`config.mk`:
```
export PLATFORM = sky130hd
export DESIGN_NAME = touch_gesture_recognizer
export DESIGN_NICKNAME = d
export VERILOG_FILES = /design/src/sv/tgr_pkg.sv /design/src/sv/tgr_cfg.sv /design/src/sv/tgr_ctrl.sv /design/src/sv/tgr_dp.sv /design/src/sv/touch_gesture_recognizer.sv
export SDC_FILE = /design/constraint.sdc
export NUM_CORES = 2
export LEC_CHECK = 0
export ABC_CLOCK_PERIOD_IN_PS = 41200
export BUFFER_PORTS_ARGS = -buffer_cell sky130_fd_sc_hd__buf_2
export CAP_MARGIN = 30
export CORE_MARGIN = 2
export CORE_UTILIZATION = 30
export CTS_CLUSTER_DIAMETER = 80
export CTS_CLUSTER_SIZE = 20
export DETAILED_ROUTE_END_ITERATION = 8
export SLEW_MARGIN = 20
export SYNTH_ARGS = -nofsm -noshare
export SYNTH_HDL_FRONTEND = slang
export SYNTH_SLANG_ARGS = --single-unit
export TNS_END_PERCENT = 50
```
`constraint.sdc`:
```
create_clock -name clk -period 41.2 [get_ports clk]
set_clock_uncertainty 0.1 [all_clocks]
set_input_delay 12.36 -clock clk [delete_from_list [all_inputs] [get_ports clk]]
set_output_delay 12.36 -clock clk [all_outputs]
set_load 0.05 [all_outputs]
```
`src/sv/tgr_pkg.sv`:
```
// Shared types, codes and helpers for the touch gesture recogniser.
package tgr_pkg;

    localparam logic [1:0] CMD_BEGIN = 2'd0;
    localparam logic [1:0] CMD_MOVE  = 2'd1;
    localparam logic [1:0] CMD_END   = 2'd2;
    localparam logic [1:0] CMD_TICK  = 2'd3;

    localparam logic [2:0] KIND_TAP       = 3'd0;
    localparam logic [2:0] KIND_DOUBLE    = 3'd1;
    localparam logic [2:0] KIND_PAN_BEGAN = 3'd2;
    localparam logic [2:0] KIND_PAN       = 3'd3;
    localparam logic [2:0] KIND_PAN_ENDED = 3'd4;
    localparam logic [2:0] KIND_FULL      = 3'd5;

    localparam logic [2:0] REG_PIXEL_SCALE   = 3'd0;
    localparam logic [2:0] REG_RELEASE_DELAY = 3'd1;
    localparam logic [2:0] REG_TAP_MIN       = 3'd2;
    localparam logic [2:0] REG_TAP_MAX       = 3'd3;
    localparam logic [2:0] REG_PAN_MIN       = 3'd4;
    localparam logic [2:0] REG_PAN_TRAVEL    = 3'd5;
    localparam logic [2:0] REG_DT_RADIUS     = 3'd6;
    localparam logic [2:0] REG_DT_WINDOW     = 3'd7;

    localparam int          MAX_RESULTS = 8;
    localparam logic [13:0] PIX_MAX     = 14'h3FFF;
    localparam logic [15:0] TRAVEL_MAX  = 16'hFFFF;

    typedef struct packed {
        logic [1:0]  command;
        logic [15:0] touch_id;
        logic [11:0] pos_x;
        logic [11:0] pos_y;
        logic [11:0] prev_x;
        logic [11:0] prev_y;
    } in_t;

    typedef struct packed {
        logic [2:0]  kind;
        logic [15:0] out_id;
        logic [13:0] out_x;
        logic [13:0] out_y;
        logic [15:0] out_travel;
        logic        panning_now;
        logic        last;
    } out_t;

    typedef struct packed {
        logic [2:0]  pixel_scale;
        logic [15:0] release_delay_ms;
        logic [15:0] tap_min_ms;
        logic [15:0] tap_max_ms;
        logic [15:0] pan_min_ms;
        logic [15:0] pan_min_travel;
        logic [12:0] double_tap_radius;
        logic [15:0] double_tap_window_ms;
    } cfg_t;

    typedef struct packed {
        logic accept;
        logic load;
        logic scan;
        logic act;
        logic sqrt_step;
        logic move_write;
        logic emit;
    } ctrl_cmd_t;

    typedef struct packed {
        logic [1:0] command;
        logic       scan_last;
        logic       match;
        logic       sqrt_last;
        logic       n_zero;
        logic       emit_last;
    } ctrl_sts_t;

    function automatic logic [13:0] to_pixels(input logic [11:0] p, input logic [2:0] s);
        logic [14:0] v;
        v = {3'b000, p} * {12'b0, s};
        return (v > {1'b0, PIX_MAX}) ? PIX_MAX : v[13:0];
    endfunction

    function automatic logic [28:0] dist_sq(input logic [13:0] ax, input logic [13:0] ay,
                                            input logic [13:0] bx, input logic [13:0] by);
        logic [13:0] dx;
        logic [13:0] dy;
        logic [27:0] sx;
        logic [27:0] sy;
        dx = (ax > bx) ? ax - bx : bx - ax;
        dy = (ay > by) ? ay - by : by - ay;
        sx = {14'b0, dx} * {14'b0, dx};
        sy = {14'b0, dy} * {14'b0, dy};
        return {1'b0, sx} + {1'b0, sy};
    endfunction

endpackage

```
`src/sv/tgr_cfg.sv`:
```
// Configuration register file on the APB-style port.
module tgr_cfg
(
    input  logic                clk,
    input  logic                rst_n,
    input  logic                psel,
    input  logic                penable,
    input  logic                pwrite,
    input  logic [4:0]          paddr,
    input  logic [31:0]         pwdata,
    output logic [31:0]         prdata,
    output logic                pready,
    output tgr_pkg::cfg_t       cfg
);

    tgr_pkg::cfg_t cfg_reg;
    tgr_pkg::cfg_t cfg_next;
    logic          wr_en;

    assign wr_en  = psel && penable && pwrite;
    assign pready = 1'b1;
    assign cfg    = cfg_reg;

    always_comb
    begin
        cfg_next = cfg_reg;
        if (wr_en)
        begin
            unique case (paddr[4:2])
                tgr_pkg::REG_PIXEL_SCALE:   cfg_next.pixel_scale          = pwdata[2:0];
                tgr_pkg::REG_RELEASE_DELAY: cfg_next.release_delay_ms     = pwdata[15:0];
                tgr_pkg::REG_TAP_MIN:       cfg_next.tap_min_ms           = pwdata[15:0];
                tgr_pkg::REG_TAP_MAX:       cfg_next.tap_max_ms           = pwdata[15:0];
                tgr_pkg::REG_PAN_MIN:       cfg_next.pan_min_ms           = pwdata[15:0];
                tgr_pkg::REG_PAN_TRAVEL:    cfg_next.pan_min_travel       = pwdata[15:0];
                tgr_pkg::REG_DT_RADIUS:     cfg_next.double_tap_radius    = pwdata[12:0];
                tgr_pkg::REG_DT_WINDOW:     cfg_next.double_tap_window_ms = pwdata[15:0];
                default:                    cfg_next = cfg_reg;
            endcase
        end
    end

    always_comb
    begin
        unique case (paddr[4:2])
            tgr_pkg::REG_PIXEL_SCALE:   prdata = {29'b0, cfg_reg.pixel_scale};
            tgr_pkg::REG_RELEASE_DELAY: prdata = {16'b0, cfg_reg.release_delay_ms};
            tgr_pkg::REG_TAP_MIN:       prdata = {16'b0, cfg_reg.tap_min_ms};
            tgr_pkg::REG_TAP_MAX:       prdata = {16'b0, cfg_reg.tap_max_ms};
            tgr_pkg::REG_PAN_MIN:       prdata = {16'b0, cfg_reg.pan_min_ms};
            tgr_pkg::REG_PAN_TRAVEL:    prdata = {16'b0, cfg_reg.pan_min_travel};
            tgr_pkg::REG_DT_RADIUS:     prdata = {19'b0, cfg_reg.double_tap_radius};
            tgr_pkg::REG_DT_WINDOW:     prdata = {16'b0, cfg_reg.double_tap_window_ms};
            default:                    prdata = 32'b0;
        endcase
    end

    always_ff @(posedge clk or negedge rst_n)
    begin
        if (!rst_n)
        begin
            cfg_reg.pixel_scale          <= 3'd1;
            cfg_reg.release_delay_ms     <= 16'd250;
            cfg_reg.tap_min_ms           <= 16'd150;
            cfg_reg.tap_max_ms           <= 16'd500;
            cfg_reg.pan_min_ms           <= 16'd250;
            cfg_reg.pan_min_travel       <= 16'd10;
            cfg_reg.double_tap_radius    <= 13'd30;
            cfg_reg.double_tap_window_ms <= 16'd300;
        end
        else
        begin
            cfg_reg <= cfg_next;
        end
    end

endmodule

```
`src/sv/tgr_ctrl.sv`:
```
// Sequencing state machine for the gesture recogniser.
module tgr_ctrl
(
    input  logic                  clk,
    input  logic                  rst_n,
    input  logic                  start,
    output logic                  busy,
    input  tgr_pkg::ctrl_sts_t    sts,
    output tgr_pkg::ctrl_cmd_t    cmd
);

    localparam logic [2:0] S_IDLE  = 3'd0;
    localparam logic [2:0] S_LOAD  = 3'd1;
    localparam logic [2:0] S_SCAN  = 3'd2;
    localparam logic [2:0] S_ACT   = 3'd3;
    localparam logic [2:0] S_SQRT  = 3'd4;
    localparam logic [2:0] S_MOVEW = 3'd5;
    localparam logic [2:0] S_EMIT  = 3'd6;

    logic [2:0] state_reg;
    logic [2:0] state_next;

    assign busy = (state_reg != S_IDLE);

    always_comb
    begin
        cmd        = '0;
        state_next = state_reg;
        unique case (state_reg)
            S_IDLE:
            begin
                if (start)
                begin
                    cmd.accept = 1'b1;
                    state_next = S_LOAD;
                end
            end
            S_LOAD:
            begin
                cmd.load   = 1'b1;
                state_next = S_SCAN;
            end
            S_SCAN:
            begin
                cmd.scan = 1'b1;
                if (sts.scan_last)
                begin
                    state_next = S_ACT;
                end
            end
            S_ACT:
            begin
                cmd.act = 1'b1;
                if (sts.command == tgr_pkg::CMD_MOVE && sts.match)
                begin
                    state_next = S_SQRT;
                end
                else
                begin
                    state_next = S_EMIT;
                end
            end
            S_SQRT:
            begin
                cmd.sqrt_step = 1'b1;
                if (sts.sqrt_last)
                begin
                    state_next = S_MOVEW;
                end
            end
            S_MOVEW:
            begin
                cmd.move_write = 1'b1;
                state_next     = S_EMIT;
            end
            S_EMIT:
            begin
                if (sts.n_zero)
                begin
                    state_next = S_IDLE;
                end
                else
                begin
                    cmd.emit = 1'b1;
                    if (sts.emit_last)
                    begin
                        state_next = S_IDLE;
                    end
                end
            end
            default:
            begin
                state_next = S_IDLE;
            end
        endcase
    end

    always_ff @(posedge clk or negedge rst_n)
    begin
        if (!rst_n)
        begin
            state_reg <= S_IDLE;
        end
        else
        begin
            state_reg <= state_next;
        end
    end

    assert property (@(posedge clk) disable iff (!rst_n)
        cmd.accept |=> cmd.load)
        else $error("load did not follow accept");

    assert property (@(posedge clk) disable iff (!rst_n)
        (state_reg == S_MOVEW) |-> $past(state_reg == S_SQRT))
        else $error("move write without root");

    assert property (@(posedge clk) disable iff (!rst_n)
        $onehot0({cmd.load, cmd.scan, cmd.act, cmd.sqrt_step, cmd.move_write, cmd.emit}))
        else $error("several datapath commands at once");

endmodule

```
`src/sv/tgr_dp.sv`:
```
// Contact table, scan logic, square root unit and result buffer.
module tgr_dp
#(
    parameter int N = 8
)
(
    input  logic                  clk,
    input  logic                  rst_n,
    input  tgr_pkg::in_t          request,
    input  tgr_pkg::cfg_t         cfg,
    input  tgr_pkg::ctrl_cmd_t    cmd,
    output tgr_pkg::ctrl_sts_t    sts,
    output logic                  result_valid,
    output tgr_pkg::out_t         result
);

    localparam int IW = (N > 1) ? $clog2(N) : 1;
    localparam int RW = $clog2(tgr_pkg::MAX_RESULTS);

    typedef struct packed {
        logic [2:0]  kind;
        logic [15:0] id;
        logic [13:0] x;
        logic [13:0] y;
        logic [15:0] tr;
    } res_t;

    tgr_pkg::in_t  in_reg;
    logic [13:0]   px_reg, py_reg, qx_reg, qy_reg;
    logic [25:0]   rsq_reg;
    logic [31:0]   now_reg;
    logic          panning_reg;

    logic          valid_reg   [N];
    logic [15:0]   ident_reg   [N];
    logic [13:0]   ex_reg      [N];
    logic [13:0]   ey_reg      [N];
    logic [31:0]   birth_reg   [N];
    logic [31:0]   rtime_reg   [N];
    logic          rel_reg     [N];
    logic [15:0]   travel_reg  [N];
    logic          pan_reg     [N];
    logic          dbl_reg     [N];

    logic [IW-1:0] idx_reg;
    logic          best_found_reg, match_found_reg, free_found_reg;
    logic [IW-1:0] best_idx_reg, match_idx_reg, free_idx_reg;
    logic [28:0]   bestd_reg;

    logic [29:0]   rem_reg;
    logic [29:0]   root_reg;
    logic [29:0]   bit_reg;

    res_t          buf_reg [tgr_pkg::MAX_RESULTS];
    logic [RW:0]   n_reg;
    logic [RW-1:0] k_reg;

    logic          out_valid_reg;
    tgr_pkg::out_t out_reg;

    logic [28:0]   scan_d;
    logic [31:0]   dur;
    logic [31:0]   since;
    logic          tick_push;
    logic [2:0]    tick_kind;
    logic [28:0]   move_d;
    logic [29:0]   trial;
    logic [16:0]   tsum;
    logic          dbl_hit;

    assign scan_d = tgr_pkg::dist_sq(ex_reg[idx_reg], ey_reg[idx_reg], px_reg, py_reg);
    assign dur    = now_reg - birth_reg[idx_reg];
    assign since  = now_reg - rtime_reg[idx_reg];
    assign move_d = tgr_pkg::dist_sq(px_reg, py_reg, qx_reg, qy_reg);
    assign trial  = root_reg + bit_reg;
    assign tsum   = {1'b0, travel_reg[match_idx_reg]} + {2'b0, root_reg[14:0]};
    assign dbl_hit = best_found_reg && ({3'b0, rsq_reg} > bestd_reg)
                     && rel_reg[best_idx_reg] && !pan_reg[best_idx_reg]
                     && ((now_reg - rtime_reg[best_idx_reg])
                         < {16'b0, cfg.double_tap_window_ms});

    always_comb
    begin
        tick_push = 1'b0;
        tick_kind = tgr_pkg::KIND_TAP;
        if (valid_reg[idx_reg])
        begin
            if (rel_reg[idx_reg] && since > {16'b0, cfg.release_delay_ms})
            begin
                if (dbl_reg[idx_reg])
                begin
                    tick_push = 1'b1;
                    tick_kind = tgr_pkg::KIND_DOUBLE;
                end
                else if (pan_reg[idx_reg])
                begin
                    tick_push = 1'b1;
                    tick_kind = tgr_pkg::KIND_PAN_ENDED;
                end
                else if (dur > {16'b0, cfg.tap_min_ms} && dur < {16'b0, cfg.tap_max_ms})
                begin
                    tick_push = 1'b1;
                    tick_kind = tgr_pkg::KIND_TAP;
                end
            end
            else if (dur > {16'b0, cfg.pan_min_ms}
                     && travel_reg[idx_reg] > cfg.pan_min_travel)
            begin
                tick_push = 1'b1;
                tick_kind = pan_reg[idx_reg] ? tgr_pkg::KIND_PAN : tgr_pkg::KIND_PAN_BEGAN;
            end
        end
    end

    assign sts.command   = in_reg.command;
    assign sts.scan_last = (idx_reg == IW'(N - 1));
    assign sts.match     = match_found_reg;
    assign sts.sqrt_last = bit_reg[0];
    assign sts.n_zero    = (n_reg == '0);
    assign sts.emit_last = ({1'b0, k_reg} == n_reg - 1'b1);

    assign result_valid = out_valid_reg;
    assign result       = out_reg;

    always_ff @(posedge clk or negedge rst_n)
    begin
        if (!rst_n)
        begin
            now_reg       <= '0;
            panning_reg   <= 1'b0;
            out_valid_reg <= 1'b0;
            n_reg         <= '0;
            k_reg         <= '0;
            for (int i = 0; i < N; i++)
            begin
                valid_reg[i] <= 1'b0;
            end
        end
        else
        begin
            out_valid_reg <= cmd.emit;
            if (cmd.load)
            begin
                n_reg <= '0;
                k_reg <= '0;
                if (in_reg.command == tgr_pkg::CMD_TICK)
                begin
                    now_reg <= now_reg + 32'd1;
                end
            end
            if (cmd.scan && in_reg.command == tgr_pkg::CMD_TICK && valid_reg[idx_reg])
            begin
                if (rel_reg[idx_reg] && since > {16'b0, cfg.release_delay_ms})
                begin
                    valid_reg[idx_reg] <= 1'b0;
                    if (!dbl_reg[idx_reg] && pan_reg[idx_reg])
                    begin
                        panning_reg <= 1'b0;
                    end
                end
                else if (tick_push && !pan_reg[idx_reg])
                begin
                    panning_reg <= 1'b1;
                end
                if (tick_push && n_reg < (RW+1)'(tgr_pkg::MAX_RESULTS))
                begin
                    n_reg <= n_reg + 1'b1;
                end
            end
            if (cmd.act && in_reg.command == tgr_pkg::CMD_BEGIN && !dbl_hit
                && !match_found_reg)
            begin
                if (free_found_reg)
                begin
                    valid_reg[free_idx_reg] <= 1'b1;
                end
                else
                begin
                    n_reg <= n_reg + 1'b1;
                end
            end
            if (cmd.emit)
            begin
                k_reg <= k_reg + 1'b1;
            end
        end
    end

    always_ff @(posedge clk)
    begin
        if (cmd.accept)
        begin
            in_reg <= request;
        end
        if (cmd.load)
        begin
            px_reg          <= tgr_pkg::to_pixels(in_reg.pos_x, cfg.pixel_scale);
            py_reg          <= tgr_pkg::to_pixels(in_reg.pos_y, cfg.pixel_scale);
            qx_reg          <= tgr_pkg::to_pixels(in_reg.prev_x, cfg.pixel_scale);
            qy_reg          <= tgr_pkg::to_pixels(in_reg.prev_y, cfg.pixel_scale);
            rsq_reg         <= {13'b0, cfg.double_tap_radius} * {13'b0, cfg.double_tap_radius};
            idx_reg         <= '0;
            best_found_reg  <= 1'b0;
            match_found_reg <= 1'b0;
            free_found_reg  <= 1'b0;
            best_idx_reg    <= '0;
            match_idx_reg   <= '0;
            free_idx_reg    <= '0;
            bestd_reg       <= '0;
        end
        if (cmd.scan)
        begin
            idx_reg <= idx_reg + 1'b1;
            if (in_reg.command == tgr_pkg::CMD_TICK)
            begin
                if (valid_reg[idx_reg] && !(rel_reg[idx_reg]
                    && since > {16'b0, cfg.release_delay_ms}) && tick_push)
                begin
                    pan_reg[idx_reg] <= 1'b1;
                end
                if (tick_push && n_reg < (RW+1)'(tgr_pkg::MAX_RESULTS))
                begin
                    buf_reg[n_reg[RW-1:0]] <= '{tick_kind, ident_reg[idx_reg],
                        ex_reg[idx_reg], ey_reg[idx_reg], travel_reg[idx_reg]};
                end
            end
            else
            begin
                if (valid_reg[idx_reg])
                begin
                    if (!best_found_reg || scan_d < bestd_reg)
                    begin
                        best_found_reg <= 1'b1;
                        best_idx_reg   <= idx_reg;
                        bestd_reg      <= scan_d;
                    end
                    if (!match_found_reg && ident_reg[idx_reg] == in_reg.touch_id)
                    begin
                        match_found_reg <= 1'b1;
                        match_idx_reg   <= idx_reg;
                    end
                end
                else if (!free_found_reg)
                begin
                    free_found_reg <= 1'b1;
                    free_idx_reg   <= idx_reg;
                end
            end
        end
        if (cmd.act)
        begin
            root_reg <= '0;
            bit_reg  <= 30'h1000_0000;
            unique case (in_reg.command)
                tgr_pkg::CMD_BEGIN:
                begin
                    if (dbl_hit)
                    begin
                        dbl_reg[best_idx_reg] <= 1'b1;
                    end
                    else if (match_found_reg)
                    begin
                        ex_reg[match_idx_reg] <= px_reg;
                        ey_reg[match_idx_reg] <= py_reg;
                    end
                    else if (free_found_reg)
                    begin
                        ident_reg[free_idx_reg]  <= in_reg.touch_id;
                        ex_reg[free_idx_reg]     <= px_reg;
                        ey_reg[free_idx_reg]     <= py_reg;
                        birth_reg[free_idx_reg]  <= now_reg;
                        rtime_reg[free_idx_reg]  <= '0;
                        rel_reg[free_idx_reg]    <= 1'b0;
                        travel_reg[free_idx_reg] <= '0;
                        pan_reg[free_idx_reg]    <= 1'b0;
                        dbl_reg[free_idx_reg]    <= 1'b0;
                    end
                    else
                    begin
                        buf_reg[n_reg[RW-1:0]] <= '{tgr_pkg::KIND_FULL, in_reg.touch_id,
                            px_reg, py_reg, 16'd0};
                    end
                end
                tgr_pkg::CMD_MOVE:
                begin
                    rem_reg <= {1'b0, move_d};
                    if (match_found_reg)
                    begin
                        ex_reg[match_idx_reg] <= px_reg;
                        ey_reg[match_idx_reg] <= py_reg;
                    end
                end
                tgr_pkg::CMD_END:
                begin
                    if (match_found_reg)
                    begin
                        rel_reg[match_idx_reg]   <= 1'b1;
                        rtime_reg[match_idx_reg] <= now_reg;
                    end
                end
                tgr_pkg::CMD_TICK:
                begin
                end
                default:
                begin
                end
            endcase
        end
        if (cmd.sqrt_step)
        begin
            if (rem_reg >= trial)
            begin
                rem_reg  <= rem_reg - trial;
                root_reg <= (root_reg >> 1) + bit_reg;
            end
            else
            begin
                root_reg <= root_reg >> 1;
            end
            bit_reg <= bit_reg >> 2;
        end
        if (cmd.move_write)
        begin
            travel_reg[match_idx_reg] <= tsum[16] ? tgr_pkg::TRAVEL_MAX : tsum[15:0];
        end
        if (cmd.emit)
        begin
            out_reg <= '{buf_reg[k_reg].kind, buf_reg[k_reg].id, buf_reg[k_reg].x,
                         buf_reg[k_reg].y, buf_reg[k_reg].tr, panning_reg,
                         ({1'b0, k_reg} == n_reg - 1'b1)};
        end
    end

    assert property (@(posedge clk) disable iff (!rst_n)
        n_reg <= (RW+1)'(tgr_pkg::MAX_RESULTS))
        else $error("result count overflow");

    assert property (@(posedge clk) disable iff (!rst_n)
        cmd.emit |-> (n_reg != '0) && ({1'b0, k_reg} < n_reg))
        else $error("emit beyond buffered results");

    assert property (@(posedge clk) disable iff (!rst_n)
        cmd.sqrt_step |-> $onehot(bit_reg))
        else $error("root bit lost");

    assert property (@(posedge clk) disable iff (!rst_n)
        result_valid && result.last |=> !result_valid)
        else $error("result after last");

endmodule

```
`src/sv/touch_gesture_recognizer.sv`:
```
// Top level of the touch gesture recogniser.
// Sequence: each request is loaded, scanned against every contact table entry and acted on;
// a move with a matching contact then runs 15 root steps and a travel write; buffered results
// are then emitted one per cycle, each shown in the cycle after its emit step.
// Requests are handled one at a time: start is taken only while idle, and the table is scanned in turn.
// Reset clears the table valid bits, the clock, the panning flag and loads register defaults.
// Results are strobed for one cycle; the receiver cannot stall.
module touch_gesture_recognizer
#(
    parameter int MAX_TOUCHES = 8
)
(
    input  logic            clk,
    input  logic            rst_n,
    input  logic            start,
    output logic            busy,
    input  tgr_pkg::in_t    request,
    output logic            result_valid,
    output tgr_pkg::out_t   result,
    input  logic            psel,
    input  logic            penable,
    input  logic            pwrite,
    input  logic [4:0]      paddr,
    input  logic [31:0]     pwdata,
    output logic [31:0]     prdata,
    output logic            pready
);

    tgr_pkg::cfg_t      cfg;
    tgr_pkg::ctrl_cmd_t cmd;
    tgr_pkg::ctrl_sts_t sts;

    tgr_cfg u_cfg
    (
        .clk     (clk),
        .rst_n   (rst_n),
        .psel    (psel),
        .penable (penable),
        .pwrite  (pwrite),
        .paddr   (paddr),
        .pwdata  (pwdata),
        .prdata  (prdata),
        .pready  (pready),
        .cfg     (cfg)
    );

    tgr_ctrl u_ctrl
    (
        .clk   (clk),
        .rst_n (rst_n),
        .start (start),
        .busy  (busy),
        .sts   (sts),
        .cmd   (cmd)
    );

    tgr_dp #(.N(MAX_TOUCHES)) u_dp
    (
        .clk          (clk),
        .rst_n        (rst_n),
        .request      (request),
        .cfg          (cfg),
        .cmd          (cmd),
        .sts          (sts),
        .result_valid (result_valid),
        .result       (result)
    );

endmodule

```
After elaboration in Yosys (flattened, before gate mapping)
Memories as Yosys holds them, arrays and structs flattened. A register that Yosys moved wholly into a read port is not among the register bits. Cells that the tools add are included.

Bits in writable memories: 1520. Word-level logic and storage cells: 370. Flip-flop bits (word level): 433. Output and inout port bits: 100. Memories: 10. Input bits: 109.

Memories: u_dp.buf_reg (depth 8, bits a word 63, read ports 1, clocked after Yosys merged registers in 1, write ports 1, line tgr_dp.sv:54) `res_t buf_reg [tgr_pkg::MAX_RESULTS];`; u_dp.birth_reg (depth 8, bits a word 32, read ports 1, clocked after Yosys merged registers in 1, write ports 1, line tgr_dp.sv:38) `logic [31:0] birth_reg [N];`; u_dp.rtime_reg (depth 8, bits a word 32, read ports 2, clocked after Yosys merged registers in 2, write ports 1, line tgr_dp.sv:39) `logic [31:0] rtime_reg [N];`; u_dp.ident_reg (depth 8, bits a word 16, read ports 1, clocked after Yosys merged registers in 1, write ports 1, line tgr_dp.sv:35) `logic [15:0] ident_reg [N];`; u_dp.travel_reg (depth 8, bits a word 16, read ports 2, clocked after Yosys merged registers in 2, write ports 1, line tgr_dp.sv:41) `logic [15:0] travel_reg [N];`; u_dp.ex_reg (depth 8, bits a word 14, read ports 1, clocked after Yosys merged registers in 1, write ports 1, line tgr_dp.sv:36) `logic [13:0] ex_reg [N];`; +4 memories.

Equality and inequality tests: 24. Bitwise gates (word level): 8. $lt $le $gt $ge: 22. $mul: 9. Reductions and logical operators: 58. Add/subtract/negate cells: 22. Mux-type cells: 170.

Operators with widths (count): $pmux 32 s8 (1); $mux 30 (7); $mux 29 (5); $mux 3 (44); $mul 14x14->28 (4); $mux 14 (8); $sub 14x14->14 (8); $gt 32x16->1 (3); $sub 32x32->32 (3); $mux 1 (85); $lt 32x16->1 (2); $mux 63 (1); $gt 15x14->1 const B (4); $mul 12x3->15 (4); $add 28x28->29 (2); $gt 14x14->1 (4); $mux 27 (2); $add 32x1->32 const B (1); $mux 16 (2); $mux 32 (1); $mux 8 (4); $reduce_or 32->1 (1); $add 29x29->30 (1); $add 30x29->30 (1); 47 further kinds (115).

Depth between registers and ports, before layout
Depth after elaboration: 14. Mapped depth: 59. Depth with buffers taken out: 51.

Cells and area by module
A second synthesis with hierarchy kept.

Cells, all modules: 10042. Area, all modules: 128480.7 µm².

By module, submodules not included: tgr_dp (seq. area each 56148.9 µm², area each 122904.1 µm², cells each 9646, instances 1); tgr_cfg (seq. area each 2844.0 µm², area each 5326.4 µm², cells each 369, instances 1); tgr_ctrl (seq. area each 75.1 µm², area each 250.2 µm², cells each 27, instances 1).

Worst setup path before layout
OpenSTA, ideal clock, no wires.

Kind: in2out. Start point: input paddr[2]. End point: output prdata[3]. Data required time: 28740 ps. Setup slack: 14192 ps. Stages: 5. Path buffers: 2. Data arrival time: 14548 ps. Cells stage by stage: clkbuf_1 -> clkbuf_1 -> nor2b_1 -> a22oi_1 -> o21ai_0.

Cells in the longest elaborated chain, start to end: 2. Elaborated cells between the ends (all ways): 9. Classes of those cells: 7 x eq/ne; 1 x mux; 1 x reduce/logical.

RTL lines: from (decl) (line touch_gesture_recognizer.sv:23) `input logic [4:0] paddr,`; $eq 3x3->1, or another cell as far along (line tgr_cfg.sv:45) `unique case (paddr[4:2])`; $pmux 32 s8 (*) (line tgr_cfg.sv:45); to (decl) (line touch_gesture_recognizer.sv:25) `output logic [31:0] prdata,`.

Every way passes the cells marked *; elsewhere a longest branch is shown, timed or not. The select of a mux whose other input is x is not followed.

Worst setup path after layout
Start point: input paddr[3]. End point: output prdata[10].

The elaborated chain is that of the path after synthesis.

==> flow_summary.toml <==
[status]
status = "finished clean"

[worst_setup_path]
cp_data_arrival_time_ns = 14.65
cp_num_buf_inv = 3
crit_type = "in2out"
timing.reg2reg.worst_path_depth = 48
end_kind = "primary output"
cpPeakStageDelay_ns = 0.83
rr_endpoint = "u_dp.bestd_reg[8]$_DFF_P_"
path_cells = "buf_2 -> buf_4 -> nor2b_1 -> a22oi_1 -> o21ai_0 -> buf_2"
r2r_slack_ns = 26.51
critPathSlowestCell = "nor2b_1"
crit_start = "paddr[3]"
start_kind = "input pin"
worstPathMaxFanout = 45
crit_family = "buffers and inverters"
crit_top_cell = "buf_2"
crit_required_ns = 28.74

[routing]
vias = 77600
drt-pass1-iter-count = 5
wl_per_cell_um = 20.6
drtAntennaViolNets = 0
drc = 0
detail_route.vias_per_cell = 4.87
drt-initial-drc-count = 5690
finalWirelength_mm = 329

[clocking]
post_cts_buffers = 0
cts_tree = "yes"
clock-sinks = 2018
holdBufCountCts = 0
cts_buffers = 146
clkLatencyLatePin_ns = 0.87
root_buffer = "clkbuf_16"
cts_resized = 0
cts-htree-levels = 4
cts.path.max_buffers = 4
clk_pin_slew_ns = 0.07

[global_routing]
grt_usage = 0.150
grt_pass1_wl_mm = 499
grt_pass1_vias = 79400
grt_max_degree = 99
grt_overflow = 0
antenna_found_initial = 11

[synth]
synth_xor_xnor_area_share = 0.0247
ys_seq_area_frac = 0.462
synth_compound_area_frac = 0.0712
synthCells = 10100
async_flop_share = 0.0813
yosys.area.top_type = "edfxtp_1"
synth_flop_cell = "edfxtp_1"
synth-simple-area-share = 0.0777
yosys_warnings = 0
synth_top_area_share = 0.418
syn_area_per_cell_um2 = 12.7
ys_ff_latch = 2018
synth_top_family_by_area = "adder cells"
synth.distinct_cells = 109
synthTopCellsByArea = "edfxtp_1 42%, fa_1 12%, mux4_2 8.6%, ha_1 8.2%, inv_1 3.8%"
netlist_area_um2 = 128000
synth_edf_count = 1779
synthAdderAreaFrac = 0.197
synth.area.mux_share = 0.115

[sta]
fin_tns_setup_ns = 0
period_needed_ns = 27.11
rsz0062_at_grt = "no"
hold_violations = 0
relSlewSlack = 0.267
worstMarginPinSlew_ns = 1.10
final_max_slew_viol_count = 0
fin_crit_sh = 0.658
setup_viol = 0
fmax_mhz = 36.9

[final_layout]
nNetsFinal = 11900
multi_input_area_um2 = 62500
final_common_cell = "edfxtp_1"
ff_latch_area_um2 = 59100
syn2layout_area_growth_pct = 10.3
largest_reg_flops = 504
fillers = 41700
final_cell_mix = "1,779 x edfxtp_1, 1,310 x inv_1, 835 x ha_1"
layout-drive-gt1-share = 0.140

[worst_hold_path]
hold_class = "reg2reg"
whs_path_depth = 2
whs_endpoint = "u_dp.rem_reg[29]$_DFF_P_"
worstHoldStart = "u_dp.rem_reg[29]$_DFF_P_"

[floorplan]
die-height_um = 657
start_util = 0.301
rows = 239
pin_count = 209
core_area_um2 = 424000
fp.dieArea_um2 = 431000
die_x_um = 657

[placed_design]
gp_congestion = 0.863
io_buffer_count = 173
hpwlAfterDp_mm = 236

[flow_run]
maxCapViolations = 0
[routing by layer]
| metal | track usage | routed length, um |
|---|---|---|
| met4 | 0.0445 | 10600 |
| met2 | 0.255 | 158000 |
| met3 | 0.0164 | 15100 |
| met5 | 0 | 41 |
| met1 | 0.202 | 145000 |
[worst max-delay path by stage]
stage / to / slack (ns) / cells past startpoint
final: prdata[10] / 14.09 / 6
after global routing: prdata[15] / 14.09 / 7
after CTS: prdata[10] / 14.17 / 6
after detailed placement: prdata[10] / 14.18 / 6
after global placement: prdata[10] / 14.12 / 6
after floorplan: prdata[3] / 14.19 / 5
[through the flow]
stage / hold slack (ns) / instance area, um2 / instances / setup slack, ns / util
after global placement: 0.355 / 136000 / 15700 / 14.12 / 0.321
after detailed placement: 0.367 / 136000 / 15700 / 14.18 / 0.322
final: 0.383 / 141000 / 15900 / 14.09 / 0.333
after floorplan: 0.326 / 128000 / 10100 / 14.19 / -
after CTS: 0.383 / 141000 / 15900 / 14.17 / 0.333
after global routing: 0.403 / 141000 / 15900 / 14.09 / 0.333
[synth_stat cells (22+ instances only)]
master and n:
o21ai_0 290, dfstp_2 33, a31oi_1 60, a21o_1 165
dfxtp_1 75, mux4_2 487, nor4_1 28, buf_1 60
a21oi_1 381, ha_1 835, clkbuf_1 273, nor2b_1 75
o211ai_1 34, nand2b_1 106, buf_4 22, nor3_1 86
edfxtp_1 1779, or3_1 35, xnor2_1 228, mux2_2 164
fa_1 734, and3_1 57, buf_2 40, o31ai_1 29
mux2i_1 186, xor2_1 131, inv_1 1310, nand4_1 69
nand2_1 711, nor2_1 641, dfrtp_1 131, a211oi_1 61
and2_1 130, or2_2 52, o21bai_1 68, o21a_1 56
nand3_1 95
[logic make-up (layout without fill, tap and decap cells)]
group	after synthesis	count (layout)
mux	840	840
fa+ha+maj	1569	1569
xor+xnor	360	360
simple gates	2144	2144
flops	2018	2018
compound gates	1399	1399
other cells	2	22
buf+inv	1722	1928
[area by class of cell]
type / instances / share of cell area
antenna: 5 / 0.0000888
clock buffer: 185 / 0.0278
clock inverter: 49 / 0.00478
inverter: 1322 / 0.0352
multi-input combinational: 6329 / 0.444
sequential: 2018 / 0.419
tap: 5663 / 0.0503
timing repair buffer: 372 / 0.0187
[tightest hold or removal path: stages (launching register included)]
cell and delay (ns):
dfxtp_1 0.32, nand3_1 0.06, o21ai_0 0.06
Power is not shown: default switching activity piles up to over one toggle a cycle in this logic, so the estimate is an artifact.
